$ cat src/assert_macros.svh
// Assertion macros used by the ALU top level to check its own behavior.
`ifndef ASSERT_MACROS_SVH
`define ASSERT_MACROS_SVH

// Same-cycle implication, sampled on clk and disabled while arst_n is low.
`define ALU8F_ASSERT_IMPL(name, pre, post, msg) \
	name: assert property (@(posedge clk) disable iff (!arst_n) (pre) |-> (post)) \
		else $error(msg);

// Next-cycle implication, sampled on clk and disabled while arst_n is low.
`define ALU8F_ASSERT_NEXT(name, pre, post, msg) \
	name: assert property (@(posedge clk) disable iff (!arst_n) (pre) |=> (post)) \
		else $error(msg);

`endif

$ cat src/alu8f_pkg.sv
// Package with the transaction types, opcodes and flag positions of the 8-bit ALU.
`default_nettype none

package alu8f_pkg;

	localparam logic [3:0] OP_ADD = 4'd0;
	localparam logic [3:0] OP_ADC = 4'd1;
	localparam logic [3:0] OP_SUB = 4'd2;
	localparam logic [3:0] OP_SBC = 4'd3;
	localparam logic [3:0] OP_AND = 4'd4;
	localparam logic [3:0] OP_XOR = 4'd5;
	localparam logic [3:0] OP_OR  = 4'd6;
	localparam logic [3:0] OP_CP  = 4'd7;
	localparam logic [3:0] OP_INC = 4'd8;
	localparam logic [3:0] OP_DEC = 4'd9;
	localparam logic [3:0] OP_RLC = 4'd10;
	localparam logic [3:0] OP_RL  = 4'd11;
	localparam logic [3:0] OP_RRC = 4'd12;
	localparam logic [3:0] OP_RR  = 4'd13;

	// Bit positions inside the flag nibble.
	localparam int FLAG_Z = 3;
	localparam int FLAG_N = 2;
	localparam int FLAG_H = 1;
	localparam int FLAG_C = 0;

	typedef struct packed {
		logic [3:0] op;
		logic [7:0] operand_a;
		logic [7:0] operand_b;
		logic [3:0] flags_in;
		logic       accumulator_form;
	} cmd_t;

	typedef struct packed {
		logic [7:0] result;
		logic [3:0] flags_out;
	} rsp_t;

endpackage

`default_nettype wire

$ cat src/alu8f_core.sv
// Combinational datapath of the 8-bit ALU: result byte and new flag nibble.
`default_nettype none

module alu8f_core (
	input  alu8f_pkg::cmd_t cmd,
	output alu8f_pkg::rsp_t rsp
);

	logic [7:0] a;
	logic [7:0] b;
	logic       cin;
	logic       carry_used;
	logic [8:0] sum;
	logic [4:0] half_sum;
	logic [8:0] diff;
	logic [4:0] half_diff;
	logic [7:0] r;
	logic       z;
	logic       n;
	logic       h;
	logic       c;
	logic       rot_c;
	logic [7:0] rot_r;

	assign a   = cmd.operand_a;
	assign b   = cmd.operand_b;
	assign cin = cmd.flags_in[alu8f_pkg::FLAG_C];

	// Carry or borrow input only for the with-carry forms.
	assign carry_used = ((cmd.op == alu8f_pkg::OP_ADC) || (cmd.op == alu8f_pkg::OP_SBC)) ? cin
		: 1'b0;

	assign sum       = {1'b0, a} + {1'b0, b} + {8'd0, carry_used};
	assign half_sum  = {1'b0, a[3:0]} + {1'b0, b[3:0]} + {4'd0, carry_used};
	// Bit 8 and bit 4 of the differences are the full and half borrows.
	assign diff      = {1'b0, a} - {1'b0, b} - {8'd0, carry_used};
	assign half_diff = {1'b0, a[3:0]} - {1'b0, b[3:0]} - {4'd0, carry_used};

	always_comb begin
		rot_c = a[7];
		rot_r = {a[6:0], a[7]};
		case (cmd.op)
			alu8f_pkg::OP_RL: begin
				rot_c = a[7];
				rot_r = {a[6:0], cin};
			end
			alu8f_pkg::OP_RRC: begin
				rot_c = a[0];
				rot_r = {a[0], a[7:1]};
			end
			alu8f_pkg::OP_RR: begin
				rot_c = a[0];
				rot_r = {cin, a[7:1]};
			end
			default: begin
				rot_c = a[7];
				rot_r = {a[6:0], a[7]};
			end
		endcase
	end

	always_comb begin
		r = a;
		z = cmd.flags_in[alu8f_pkg::FLAG_Z];
		n = cmd.flags_in[alu8f_pkg::FLAG_N];
		h = cmd.flags_in[alu8f_pkg::FLAG_H];
		c = cin;
		case (cmd.op)
			alu8f_pkg::OP_ADD, alu8f_pkg::OP_ADC: begin
				r = sum[7:0];
				z = (sum[7:0] == 8'd0);
				n = 1'b0;
				h = half_sum[4];
				c = sum[8];
			end
			alu8f_pkg::OP_SUB, alu8f_pkg::OP_SBC, alu8f_pkg::OP_CP: begin
				// Compare sets flags like subtract but leaves the byte alone.
				r = (cmd.op == alu8f_pkg::OP_CP) ? a : diff[7:0];
				z = (diff[7:0] == 8'd0);
				n = 1'b1;
				h = half_diff[4];
				c = diff[8];
			end
			alu8f_pkg::OP_AND: begin
				r = a & b;
				z = ((a & b) == 8'd0);
				n = 1'b0;
				h = 1'b1;
				c = 1'b0;
			end
			alu8f_pkg::OP_XOR: begin
				r = a ^ b;
				z = ((a ^ b) == 8'd0);
				n = 1'b0;
				h = 1'b0;
				c = 1'b0;
			end
			alu8f_pkg::OP_OR: begin
				r = a | b;
				z = ((a | b) == 8'd0);
				n = 1'b0;
				h = 1'b0;
				c = 1'b0;
			end
			alu8f_pkg::OP_INC: begin
				r = a + 8'd1;
				z = (a == 8'hFF);
				n = 1'b0;
				h = (a[3:0] == 4'hF);
			end
			alu8f_pkg::OP_DEC: begin
				r = a - 8'd1;
				z = (a == 8'd1);
				n = 1'b1;
				h = (a[3:0] == 4'h0);
			end
			alu8f_pkg::OP_RLC, alu8f_pkg::OP_RL, alu8f_pkg::OP_RRC, alu8f_pkg::OP_RR: begin
				r = rot_r;
				z = !cmd.accumulator_form && (rot_r == 8'd0);
				n = 1'b0;
				h = 1'b0;
				c = rot_c;
			end
			default: begin
				r = a;
				z = cmd.flags_in[alu8f_pkg::FLAG_Z];
				n = cmd.flags_in[alu8f_pkg::FLAG_N];
				h = cmd.flags_in[alu8f_pkg::FLAG_H];
				c = cin;
			end
		endcase
	end

	assign rsp.result    = r;
	assign rsp.flags_out = {z, n, h, c};

endmodule

`default_nettype wire

$ cat src/alu_8bit_with_flags.sv
// Top level of the 8-bit ALU with flags: command register, datapath and result register.
`default_nettype none

// The ALU takes one command transaction per clock cycle and returns exactly one result
// transaction for each: a command accepted at one rising edge of clk is captured in the
// command register, passes the combinational datapath during the next cycle, and is then
// captured in the result register and shown on rsp with done high for a single cycle.
// The rate of one transaction per cycle is set by the single pass through the datapath
// between the command register and the result register. busy is never raised, so a
// command is accepted at every edge at which start is high. The receiver cannot stall:
// each result is present for exactly one cycle and must be taken then. Results leave in
// the same order as the commands came in. The block holds no state between transactions;
// reset only clears the two valid bits of the pipeline.
module alu_8bit_with_flags (
	input  wire              clk,
	input  wire              arst_n,
	input  wire              start,
	output logic             busy,
	input  alu8f_pkg::cmd_t  cmd,
	output logic             done,
	output alu8f_pkg::rsp_t  rsp
);

	`include "assert_macros.svh"

	// Command register: one transaction in flight per stage.
	logic            valid_s1;
	alu8f_pkg::cmd_t cmd_s1;

	// Result register that drives the outputs.
	logic            done_s2;
	alu8f_pkg::rsp_t rsp_s2;

	alu8f_pkg::rsp_t rsp_comb;

	// The pipeline advances every cycle, so a new command is always welcome.
	assign busy = 1'b0;

	always_ff @(posedge clk or negedge arst_n) begin
		if (!arst_n) begin
			valid_s1 <= 1'b0;
			done_s2  <= 1'b0;
		end else begin
			valid_s1 <= start && !busy;
			done_s2  <= valid_s1;
		end
	end

	// Payload registers carry no reset; the valid bits qualify them.
	always_ff @(posedge clk) begin
		if (start && !busy) begin
			cmd_s1 <= cmd;
		end
		if (valid_s1) begin
			rsp_s2 <= rsp_comb;
		end
	end

	alu8f_core u_core (
		.cmd (cmd_s1),
		.rsp (rsp_comb)
	);

	assign done = done_s2;
	assign rsp  = rsp_s2;

	// Every command in the first stage leaves as a result in the next cycle.
	`ALU8F_ASSERT_NEXT(a_result_follows, valid_s1, done, "command without a result")

	// Compare must hand back operand_a unchanged.
	`ALU8F_ASSERT_NEXT(a_cp_keeps_a, valid_s1 && (cmd_s1.op == alu8f_pkg::OP_CP),
		rsp.result == $past(cmd_s1.operand_a), "compare changed the result byte")

	// Increment and decrement pass the incoming carry through.
	`ALU8F_ASSERT_NEXT(a_incdec_keep_c,
		valid_s1 && ((cmd_s1.op == alu8f_pkg::OP_INC) || (cmd_s1.op == alu8f_pkg::OP_DEC)),
		rsp.flags_out[alu8f_pkg::FLAG_C] == $past(cmd_s1.flags_in[alu8f_pkg::FLAG_C]),
		"inc or dec changed the carry flag")

	// A result strobe never appears without a command in the first stage in the cycle before.
	`ALU8F_ASSERT_IMPL(a_no_spurious_done, done, $past(valid_s1), "result without a command")

endmodule

`default_nettype wire
$ cat config.mk
export PLATFORM = sky130hd
export DESIGN_NAME = alu_8bit_with_flags
export DESIGN_NICKNAME = d
export VERILOG_FILES = /design/src/alu8f_pkg.sv /design/src/alu8f_core.sv /design/src/alu_8bit_with_flags.sv
export VERILOG_INCLUDE_DIRS = /design/src /design/src/src
export SDC_FILE = /design/constraint.sdc
export NUM_CORES = 1
export LEC_CHECK = 0
export ABC_AREA = 1
export BUFFER_PORTS_ARGS = -buffer_cell sky130_fd_sc_hd__buf_2
export CAP_MARGIN = 20
export CORE_ASPECT_RATIO = 0.9
export CORE_MARGIN = 3
export CORE_UTILIZATION = 40
export DETAILED_ROUTE_END_ITERATION = 6
export GPL_ROUTABILITY_DRIVEN = 0
export HOLD_SLACK_MARGIN = 0.02
export SETUP_SLACK_MARGIN = 0.02
export SYNTH_ARGS = -nofsm -noshare
export SYNTH_HDL_FRONTEND = slang
export SYNTH_SLANG_ARGS = --single-unit
$ cat constraint.sdc
create_clock -name clk -period 6.41 [get_ports clk]
set_input_delay 1.282 -clock clk [delete_from_list [all_inputs] [get_ports clk]]
set_output_delay 1.282 -clock clk [all_outputs]
set_load 0.005 [all_outputs]
# Word level (Yosys, flattened, before mapping)

Index checks and enable logic that the tools add are counted.

$add $sub $neg: 10
Eq/ne operators: 16
Multiplexer cells: 9
Bitwise logic cells: 3
Reductions and logical operators: 19

Operators by type and width:

| kind                | count |
|---|---|
| $pmux 8 s8          | 1 |
| $logic_not 8->1     | 6 |
| $eq 4x4->1 const B  | 7 |
| $pmux 8 s3          | 1 |
| $eq 4x3->1 const B  | 4 |
| $reduce_or 10->1    | 1 |
| $add 8x8->9         | 1 |
| $add 9x1->9         | 1 |
| $sub 8x8->9         | 1 |
| $sub 9x1->9         | 1 |
| $add 8x1->8 const B | 1 |
| $and 8x8->8         | 1 |
| $eq 4x2->1 const B  | 2 |
| $eq 8x1->1 const B  | 1 |
| $eq 8x8->1 const B  | 1 |
| $logic_not 4->1     | 2 |
| $mux 8              | 1 |
| $or 8x8->8          | 1 |
| $pmux 1 s8          | 1 |
| $reduce_or 4->1     | 2 |
| $sub 8x1->8 const B | 1 |
| $xor 8x8->8         | 1 |
| $pmux 1 s6          | 1 |
| $reduce_or 3->1     | 2 |
| 13 further kinds    | 15 |

Register bits after elaboration: 39
Input bits: 28
Logic and storage cells: 66

# Logic depth before layout (Yosys ltp)

Gate-level depths: netlist of run 1.

Depth after elaboration: 6
Depth in mapped cells: 18

# By module

Synthesis of run 1 repeated with hierarchy kept, for this count alone.

Cell total of the unflattened synthesis: 519
Area total of the unflattened synthesis: 3,618.5 um2

Modules (own cells, without submodules):

| module              | instances | cells an instance | area each (um2) |
|---|---|---|---|
| alu8f_core          | 1         | 478               | 2,446.1 |
| alu_8bit_with_flags | 1         | 41                | 1,172.4 |

# Least setup slack after synthesis of run 1

Ideal clock, no wire load.

Path type: register -> register
From: reg cmd_s1[23] (netlist bit)
To: reg rsp_s2, in the netlist rsp[6], data pin
Arrival: 2,324 ps
Setup slack: 3,812 ps
Cell stages (with the launch flop): 14
Buffers on the path: 1
Cell sequence: edfxtp_1 > buf_2 > inv_1 > nand2_1 > nor2_1 > inv_1 > fa_1 > fa_1 > nand2_1 > inv_1 > nor2_1 > nand2_1 > a221oi_1 > o211ai_1

RTL lines:

| what                   | RTL line                  | RTL |
|---|---|---|
| start, declared        | alu_8bit_with_flags.sv:28 | `alu8f_pkg::cmd_t cmd_s1;` |
| start signal, assigned | alu_8bit_with_flags.sv:52 | `cmd_s1 <= cmd;` |
| end signal, assigned   | alu_8bit_with_flags.sv:55 | `rsp_s2 <= rsp_comb;` |
| end, declared          | alu_8bit_with_flags.sv:32 | `alu8f_pkg::rsp_t rsp_s2;` |

==> run metrics, run 1 <==
clock slew at reported path FFs ~0.08 ns; CTS root buf clkbuf_8; CTS resizes 0; Critical Path Start cmd_s1[23]; vias in the first global route about 3500; Comb pwr share 0.399; Arrival @ worst endpoint 3.25 ns; CP endpoint kind flop; num ports between 40 and 50; # DRC 0; period utilisation layout 0.504; syn_nets 592; clock sink count 39; FFs w/ async S/R, synth 0.0513; Hold WC Path Type reg2reg; CTS tree built; post-CTS setup buffer count 0; R2R cell count 14; sequential area share after synthesis 0.316; Syn Inst Count about 530; port bufs 40; critical path class reg2reg; die footprint approximately 10000 sq um; most common cell after layout, fill and taps aside nand2_1; Mapped Area between 3000 and 4000 sq um; Final Skew 0.00284 ns; register bit total from synthesis 39; Post-CTS Hold Fix Bufs 0; Max Slew Vio Count 0; DR iter-0 viols 529; fin nets ~630; CP endpoint rsp[8]; die width around 110 um; Net Switching 0.000343 W; WL per Instance 16.5 um; worst flop-to-flop path startpoint cmd_s1[23]; largest net degree at the start of global routing 27; Hold WS 0.573 ns; Post-synth EDFFs 37; sequential power share 0.402; unrepaired setup endpoints after global routing no; Detailed Route WL between 10 and 15 mm; Crit path required time around 6.4 ns; Final ANT Viol Nets 0; remaining global-route overflow 0; CTS buffer count 5; Top FF cell, synth edfxtp_1; maxcap violations 0; Synth cell types 39; most frequent cells in the layout 152 x nand2_1, 77 x inv_1, 61 x nor2_1, 50 x nand3_1, 40 x buf_2; reg2reg setup slack between 3 and 4 ns; Levels on crit path 14; initial antenna violation count 0; first-pass GRT wire length approximately 18 mm; area leader, netlist edfxtp_1; Worst IR Drop VDD roughly 0.094 mV; Clk pwr share 0.199; top post-synthesis cells by area edfxtp_1 30%, nand2_1 16%, ha_1 12%; crit path max fanout 8; number of H-tree levels 2; minimum clock period after layout about 3.2 ns; worst-skew pair later-pin latency 0.30 ns; Placeable Area 8770 sq um; Worst setup SP type flop; critical path's top delay family simple AND/OR/NAND/NOR gates; Detailed Place HPWL between 8 and 9 mm; n_diodes 0; die height 96.9 um; cell mode on critical path nand2_1; share of cells above drive strength 1 0.110; Bufs and invs on worst path 2; synth warn 0; Slew @ Worst Pin ~0.62 ns; Global Route Usage Sum 0.225; run status finished clean; First-pass DRT Iterations 5; Sw Share 0.407; Initial Util 0.419; final hold vios 0; leak pwr ~2 nW; fmax around 0.31 GHz; Internal ~0.00050 W; fillers around 890; total power density per cell area between 200 and 250 nW/um^2; synth-to-layout area growth 10.4%; CP peak stage delay 0.53 ns; reg2reg end rsp[8]; Final Cell Area just over 4000 sq um; Mean Syn Cell Area about 7 sq um; vias per cell 5.43; row cnt 32; final setup TNS 0 ns; number of setup violations in the final report 0; top cell type's share of synthesized area 0.303; relative slew slack 0.586; placed instance area slightly below 4000 sq um; via count roughly 3700; slowest library cell on the worst path edfxtp_1; clock tree buffer depth 2; critical path, cell by cell inv_1, nand2_1, nor2_1, inv_1, fa_1, fa_1, nand3_1, nand3_1, nand2_1, nand2_1, o211ai_1, nand4_1, nor2_1, nand2_1
## Yosys cell counts, types with 2 or more instances
cell type  number
buf_2           4
a211oi_1        3
o211ai_1        6
nand3b_1        2
nand2_2         2
o22ai_1         5
nor2_1         61
edfxtp_1       37
fa_1            4
nand4_1        12
o2111ai_1       2
dfrtp_1         2
or2_2           2
a21oi_1        19
buf_4           2
xnor2_1         2
inv_2           3
nor2_2          3
clkinv_1        2
inv_1          77
nand2_1       152
a31oi_1         2
nand3_1        50
ha_1           34
nor3_1          2
o21ai_0        23
## layer usage
| metal | wire length (um) | global-route usage |
|---|---|---|
| met1 | 4950 | 0.333 |
| met2 | 4810 | 0.331 |
| met3 | 1290 | 0.0487 |
| met4 | 286 | 0.0610 |
| met5 | 0 | 0 |
## metrics by stage
step / instances / utilization / total power [W] / setup slack [ns]
global placement: 677 / 0.453 / 0.000669 / 3.28
global route: 685 / 0.462 / 0.000905 / 2.98
floorplan: 526 / - / 0.000563 / 3.81
CTS: 685 / 0.462 / 0.000840 / 3.27
finish: 685 / 0.462 / 0.000843 / 3.18
detailed placement: 677 / 0.453 / 0.000669 / 3.29
## cell type report
cell class	instances	area [sq um]	share of cell area
clock buffers	5	68.8	0.0170
clock inverters	3	15.0	0.00370
inverters	82	308	0.0759
flip-flops and latches	39	1160	0.286
well taps	119	149	0.0367
multi-input cells	397	2150	0.531
repair buffers	40	200	0.0494
## power by group through the flow
stage / registers [W] / clock network (W) / logic (W)
2_1_floorplan: 0.000335 / 0 / 0.000228
3_3_place_gp: 0.000344 / 0 / 0.000325
3_5_place_dp: 0.000345 / 0 / 0.000324
4_1_cts: 0.000339 / 0.000175 / 0.000326
5_1_grt: 0.000343 / 0.000186 / 0.000377
6_report: 0.000339 / 0.000167 / 0.000336
## registers in the layout, summed over array words and instances, names as in the netlist
name and count:
valid_s1 1, done 1, cmd_s1 25, rsp 12
## worst min-delay path: cells and delay by family (launching register included)
kind | cells | cell delay [ns]
flip-flops | 1 | 0.34
AND/OR/NAND/NOR | 2 | 0.13
## logic make-up (layout without fill, tap and decap cells)
family / count (synthesis) / count (layout) / synth area share
adders and majority gates: 38 / 38 / 0.138
DFF: 39 / 39 / 0.316
other: 1 / 1 / 0.00102
and+or+nand+nor: 290 / 290 / 0.338
xor gates and xnor gates: 3 / 3 / 0.00716
buffers and inverters: 90 / 130 / 0.0975
AOI/OAI and AO/OA: 65 / 65 / 0.103
## how the worst min path moves through the flow
stage | startpoint | to | slack (ns) | cells past startpoint
6_report | cmd_s1[2] | rsp[1] | 0.57 | 2
5_1_grt | cmd_s1[2] | rsp[1] | 0.63 | 2
4_1_cts | cmd_s1[3] | rsp[2] | 0.58 | 2
3_5_place_dp | cmd_s1[2] | rsp[1] | 0.55 | 2
3_3_place_gp | cmd_s1[3] | rsp[2] | 0.55 | 2
2_1_floorplan | cmd_s1[3] | rsp[2] | 0.51 | 2
Note: power is estimated with default switching activity, not from simulation.
==> inputs of run 2 (changes only) <==
- clock period: 6.41 -> 2.6 ns (I/O delays scaled with it)
==> run metrics, run 2 (same netlist as run 1, synthesis figures left out) <==
met3 wire length approximately 1.2 mm; Global Route Usage Sum 0.221; Final Skew between 0.01 and 0.015 ns; fin nets about 660; port bufs 40; CTS buffer count 5; WL met1 5.03 mm; # DRC 0; fmax 0.385 GHz; worst-skew pair later-pin latency roughly 0.30 ns; die height roughly 97 um; Final ANT Viol Nets 0; relative slew slack 0.590; worst flop-to-flop path startpoint cmd_s1[24]; Arrival @ worst endpoint roughly 2.6 ns; critical path class reg2reg; via count approximately 3800; Initial Util 0.419; Slew @ Worst Pin roughly 0.62 ns; DR iter-0 viols a little under 400; number of setup violations in the final report 0; HP Start cmd[4]; Overall Power 0.00226 W; Largest Register cmd_s1; placed instance area roughly 4200 sq um; Hold WS 0.390 ns; CTS root buf clkbuf_8; vias in the first global route approximately 3500; row cnt 32; n_diodes 0; largest net degree at the start of global routing 27; First-pass DRT Iterations 5; fin util 0.498; Detailed Place HPWL a little over 9 mm; maxcap violations 0; DR top layer met4; Worst setup SP type flop; R2R cell count 14; die width 107 um; run status finished clean; most common cell after layout, fill and taps aside nand2_1; clock slew at reported path FFs 0.08 ns; vias per cell between 5 and 6; placed insts ~700; hold path depth 1; first-pass GRT wire length around 18 mm; reg2reg setup slack 0.003 ns; sequential power share 0.356; CP endpoint kind flop; unrepaired setup endpoints after global routing yes; Hold WC Path Type in2reg; initial antenna violation count 0; share of cells above drive strength 1 0.182; final hold vios 0; total power density per cell area 518 nW/um^2; most frequent cells in the layout 149 x nand2_1, 75 x inv_1, 57 x nor2_1, 48 x nand3_1, 40 x buf_2; Clk pwr share 0.231; Worst IR Drop VDD 0.359 mV; period utilisation layout 0.999; Comb pwr share 0.413; Max Slew Vio Count 0; Critical Path Start cmd_s1[24]; minimum clock period after layout about 2.6 ns; synth-to-layout area growth 18.9%; leak pwr 2.17 nW; Net Switching roughly 0.00084 W; Final Cell Area 4360 sq um; WL per Instance 15.9 um; Finished Layout Cells 713; post-CTS setup buffer count 0; Internal 0.00142 W; die footprint roughly 10000 sq um; CTS tree built; clock tree buffer depth 2; Placeable Area approximately 8800 sq um; num ports 42; max FFs per register 25; crit path max fanout 4; met2 WL 4.91 mm; Crit path required time around 2.7 ns; number of H-tree levels 2; remaining global-route overflow 0; Detailed Route WL 11.3 mm; clock sink count 39; Sw Share 0.371
[run 2: area by class of cell]
cell class | count | area, sq um
inverter | 82 | 308
timing repair buffer | 68 | 413
clock buffer | 6 | 82.6
sequential | 39 | 1160
clock inverter | 2 | 35.0
fill | 904 | 4400
multi-input combinational | 397 | 2220
tap | 119 | 149
[run 2: routing by layer]
metal | GRT usage | up-vias
met5 | 0 | -
met4 | 0.0452 | 0
met3 | 0.0534 | 18
met2 | 0.335 | 199
met1 | 0.321 | 1726
li1 | - | 1854
[run 2: per-stage QoR]
step | TNS [ns] | worst slack (ns)
after detailed placement | -0.0722 | -0.0566
final | 0 | 0.00260
after CTS | 0 | 0.0218
after floorplan | 0 | 0.0602
after global routing | -0.639 | -0.210
after global placement | -0.0524 | -0.0524
[run 2: worst paths after layout]
path                                   to
worst max-delay path               rsp[8]
worst min-delay path            cmd_s1[4]
worst max register to register     rsp[8]
worst min register to register     rsp[2]
max in group asynchronous            done
min in group asynchronous        valid_s1
[run 2: what timing repair did]
item,CTS,global route
resized for setup,3,19
hold buffers,1,0
endpoints found under the setup margin,4,8
hold endpoints to repair,2,0
pin swaps,1,10
[run 2: power by group through the flow]
stage                     Clock [W]  Sequential [W]  Combinational (W)
after detailed placement          0        0.000819           0.000876
final                      0.000522        0.000805           0.000934
after global placement            0        0.000819           0.000873
after global routing       0.000572        0.000813            0.00104
after CTS                  0.000546        0.000805           0.000885
after floorplan                   0        0.000825           0.000564
[run 2: critical path, cell delays in order, from the launching register on]
cell and delay (ns):
edfxtp_1 0.40, inv_2 0.08, nand2_2 0.07, nor2_4 0.14
inv_2 0.05, fa_2 0.40, fa_2 0.39, nand3_2 0.10
nand3_2 0.08, nand2_2 0.08, nand2_1 0.05, o211ai_1 0.13
nand4_1 0.15, nor2_2 0.16, nand2_1 0.07
==> inputs of run 3 (changes only) <==
- CORE_UTILIZATION: 40 -> 54
- PLACE_DENSITY: not set -> 0.78
==> run metrics, run 3 (same netlist as run 1, synthesis figures left out) <==
run status finished with violations; failing checks negative setup slack; Max Slew Vio Count 0; num ports 42; critical path's top delay family adder cells; n_diodes 0; Net Switching about 0.00092 W; WL per Instance around 17 um; Hold WS 0.388 ns; vias in the first global route ~3600; max FFs per register 25; CP endpoint kind flop; number of H-tree levels 2; CTS root buf clkbuf_8; Final ANT Viol Nets 0; Crit path required time between 2 and 3 ns; unrepaired setup endpoints after global routing yes; Worst setup SP type flop; first-pass GRT wire length 17.8 mm; port bufs 40; most common cell after layout, fill and taps aside nand2_1; critical path class reg2reg; row cnt 27; remaining global-route overflow 0; critical path, cell by cell inv_1, fa_2, fa_2, nand3_2, nand3_2, nand2_2, nand2_1, o211ai_1, nand4_1, nor2_2, nand2_1; Worst IR Drop VDD 0.333 mV; most frequent cells in the layout 143 x nand2_1, 73 x inv_1, 56 x nor2_1, 40 x nand3_1, 40 x buf_2; DR top layer met4; period utilisation layout 1.02; Final Skew approximately 0.0075 ns; Comb pwr share 0.440; clock tree buffer depth 2; worst-skew pair later-pin latency around 0.3 ns; CTS buffer count 5; slowest library cell on the worst path edfxtp_1; Clk pwr share 0.221; final hold vios 0; largest net degree at the start of global routing 27; die height around 84 um; fmax around 0.38 GHz; die footprint 7820 sq um; fillers 500; register area between 1000 and 1500 sq um; relative slew slack 0.598; Placeable Area about 6400 sq um; CP peak stage delay roughly 0.5 ns; # DRC 0; Slew @ Worst Pin roughly 0.60 ns; Hold WC Path Type in2reg; leak pwr between 2 and 2.5 nW; met3 wire length approximately 1.4 mm; Bufs and invs on worst path 1; Largest Register cmd_s1; clock slew at reported path FFs approximately 0.08 ns; vias per cell 5.94; total power density per cell area 530 nW/um^2; maxcap violations 0; final setup margin -0.0534 ns; initial antenna violation count 0; Global Route Usage Sum 0.288; clock sink count 39; footprint of the multi-input gates approximately 2300 sq um; Sw Share 0.385; via count around 4100; Overall Power 0.00239 W; Arrival @ worst endpoint around 2.7 ns; Detailed Place HPWL about 8.6 mm; fin nets 668; minimum clock period after layout roughly 2.7 ns; share of cells above drive strength 1 0.226; First-pass DRT Iterations 6; Detailed Route WL around 12 mm; DR iter-0 viols ~500; number of setup violations in the final report 5; die width ~93 um; crit path max fanout 4; CTS tree built; synth-to-layout area growth 22.6%; Internal ~0.0015 W; met2 WL between 5 and 6 mm; WL met1 approximately 4.6 mm; Initial Util 0.578; sequential power share 0.338
## run 3: cell types whose count changed in the layout (fill, tap and decap cells not counted), sizes merged
cell,before,now
buf,67,76
## run 3: layout make-up
type	count	share of cell area
Clock buffer	6	0.0183
Clock inverter	2	0.00778
Inverter	82	0.0684
Multi-Input combinational cell	397	0.515
Sequential cell	39	0.258
Tap cell	87	0.0242
Timing Repair Buffer	77	0.108
## run 3: final timing paths
path / depth (start not counted) / slack (ns) / endpoint / from
hold reg to reg: 2 / 0.57 / rsp[2] / cmd_s1[3]
setup / recovery: 11 / -0.05 / rsp[8] / cmd_s1[5]
max in group asynchronous: 2 / 1.99 / done / arst_n
min in group asynchronous: 2 / 0.52 / valid_s1 / arst_n
hold / removal: 1 / 0.39 / cmd_s1[4] / cmd[4]
setup reg to reg: 11 / -0.05 / rsp[8] / cmd_s1[5]
## run 3: through the flow
stage               std cells  setup slack (ns)   util  TNS [ns]  cell area, sq um
finish                    690           -0.0534  0.709    -0.149              4500
global route              690            -0.156  0.709    -0.766              4500
CTS                       687           -0.0123  0.685   -0.0123              4350
detailed placement        671            -0.120  0.650    -0.121              4130
global placement          671           -0.0840  0.650   -0.0840              4130
floorplan                 526            0.0602      -         0              3670
## run 3: what timing repair did
item	CTS	global route
hold buffers	1	0
resized for setup	16	31
cloned	0	0
buffers inserted	7	3
endpoints found under the setup margin	5	8
pin swaps	13	19
hold endpoints to repair	2	0
## run 3: per-layer routing
layer | global-route usage | vias to the layer above
met5 | 0 | -
met1 | 0.393 | 1832
met3 | 0.0573 | 86
met2 | 0.446 | 301
li1 | - | 1878
met4 | 0.123 | 0
## run 3: power by group through the flow
stage	clock, W	sequential, W	combinational (W)
floorplan	0	0.000825	0.000564
detailed placement	0	0.000822	0.000864
finish	0.000528	0.000808	0.00105
CTS	0.000542	0.000808	0.000912
global route	0.000561	0.000816	0.00113
global placement	0	0.000820	0.000850
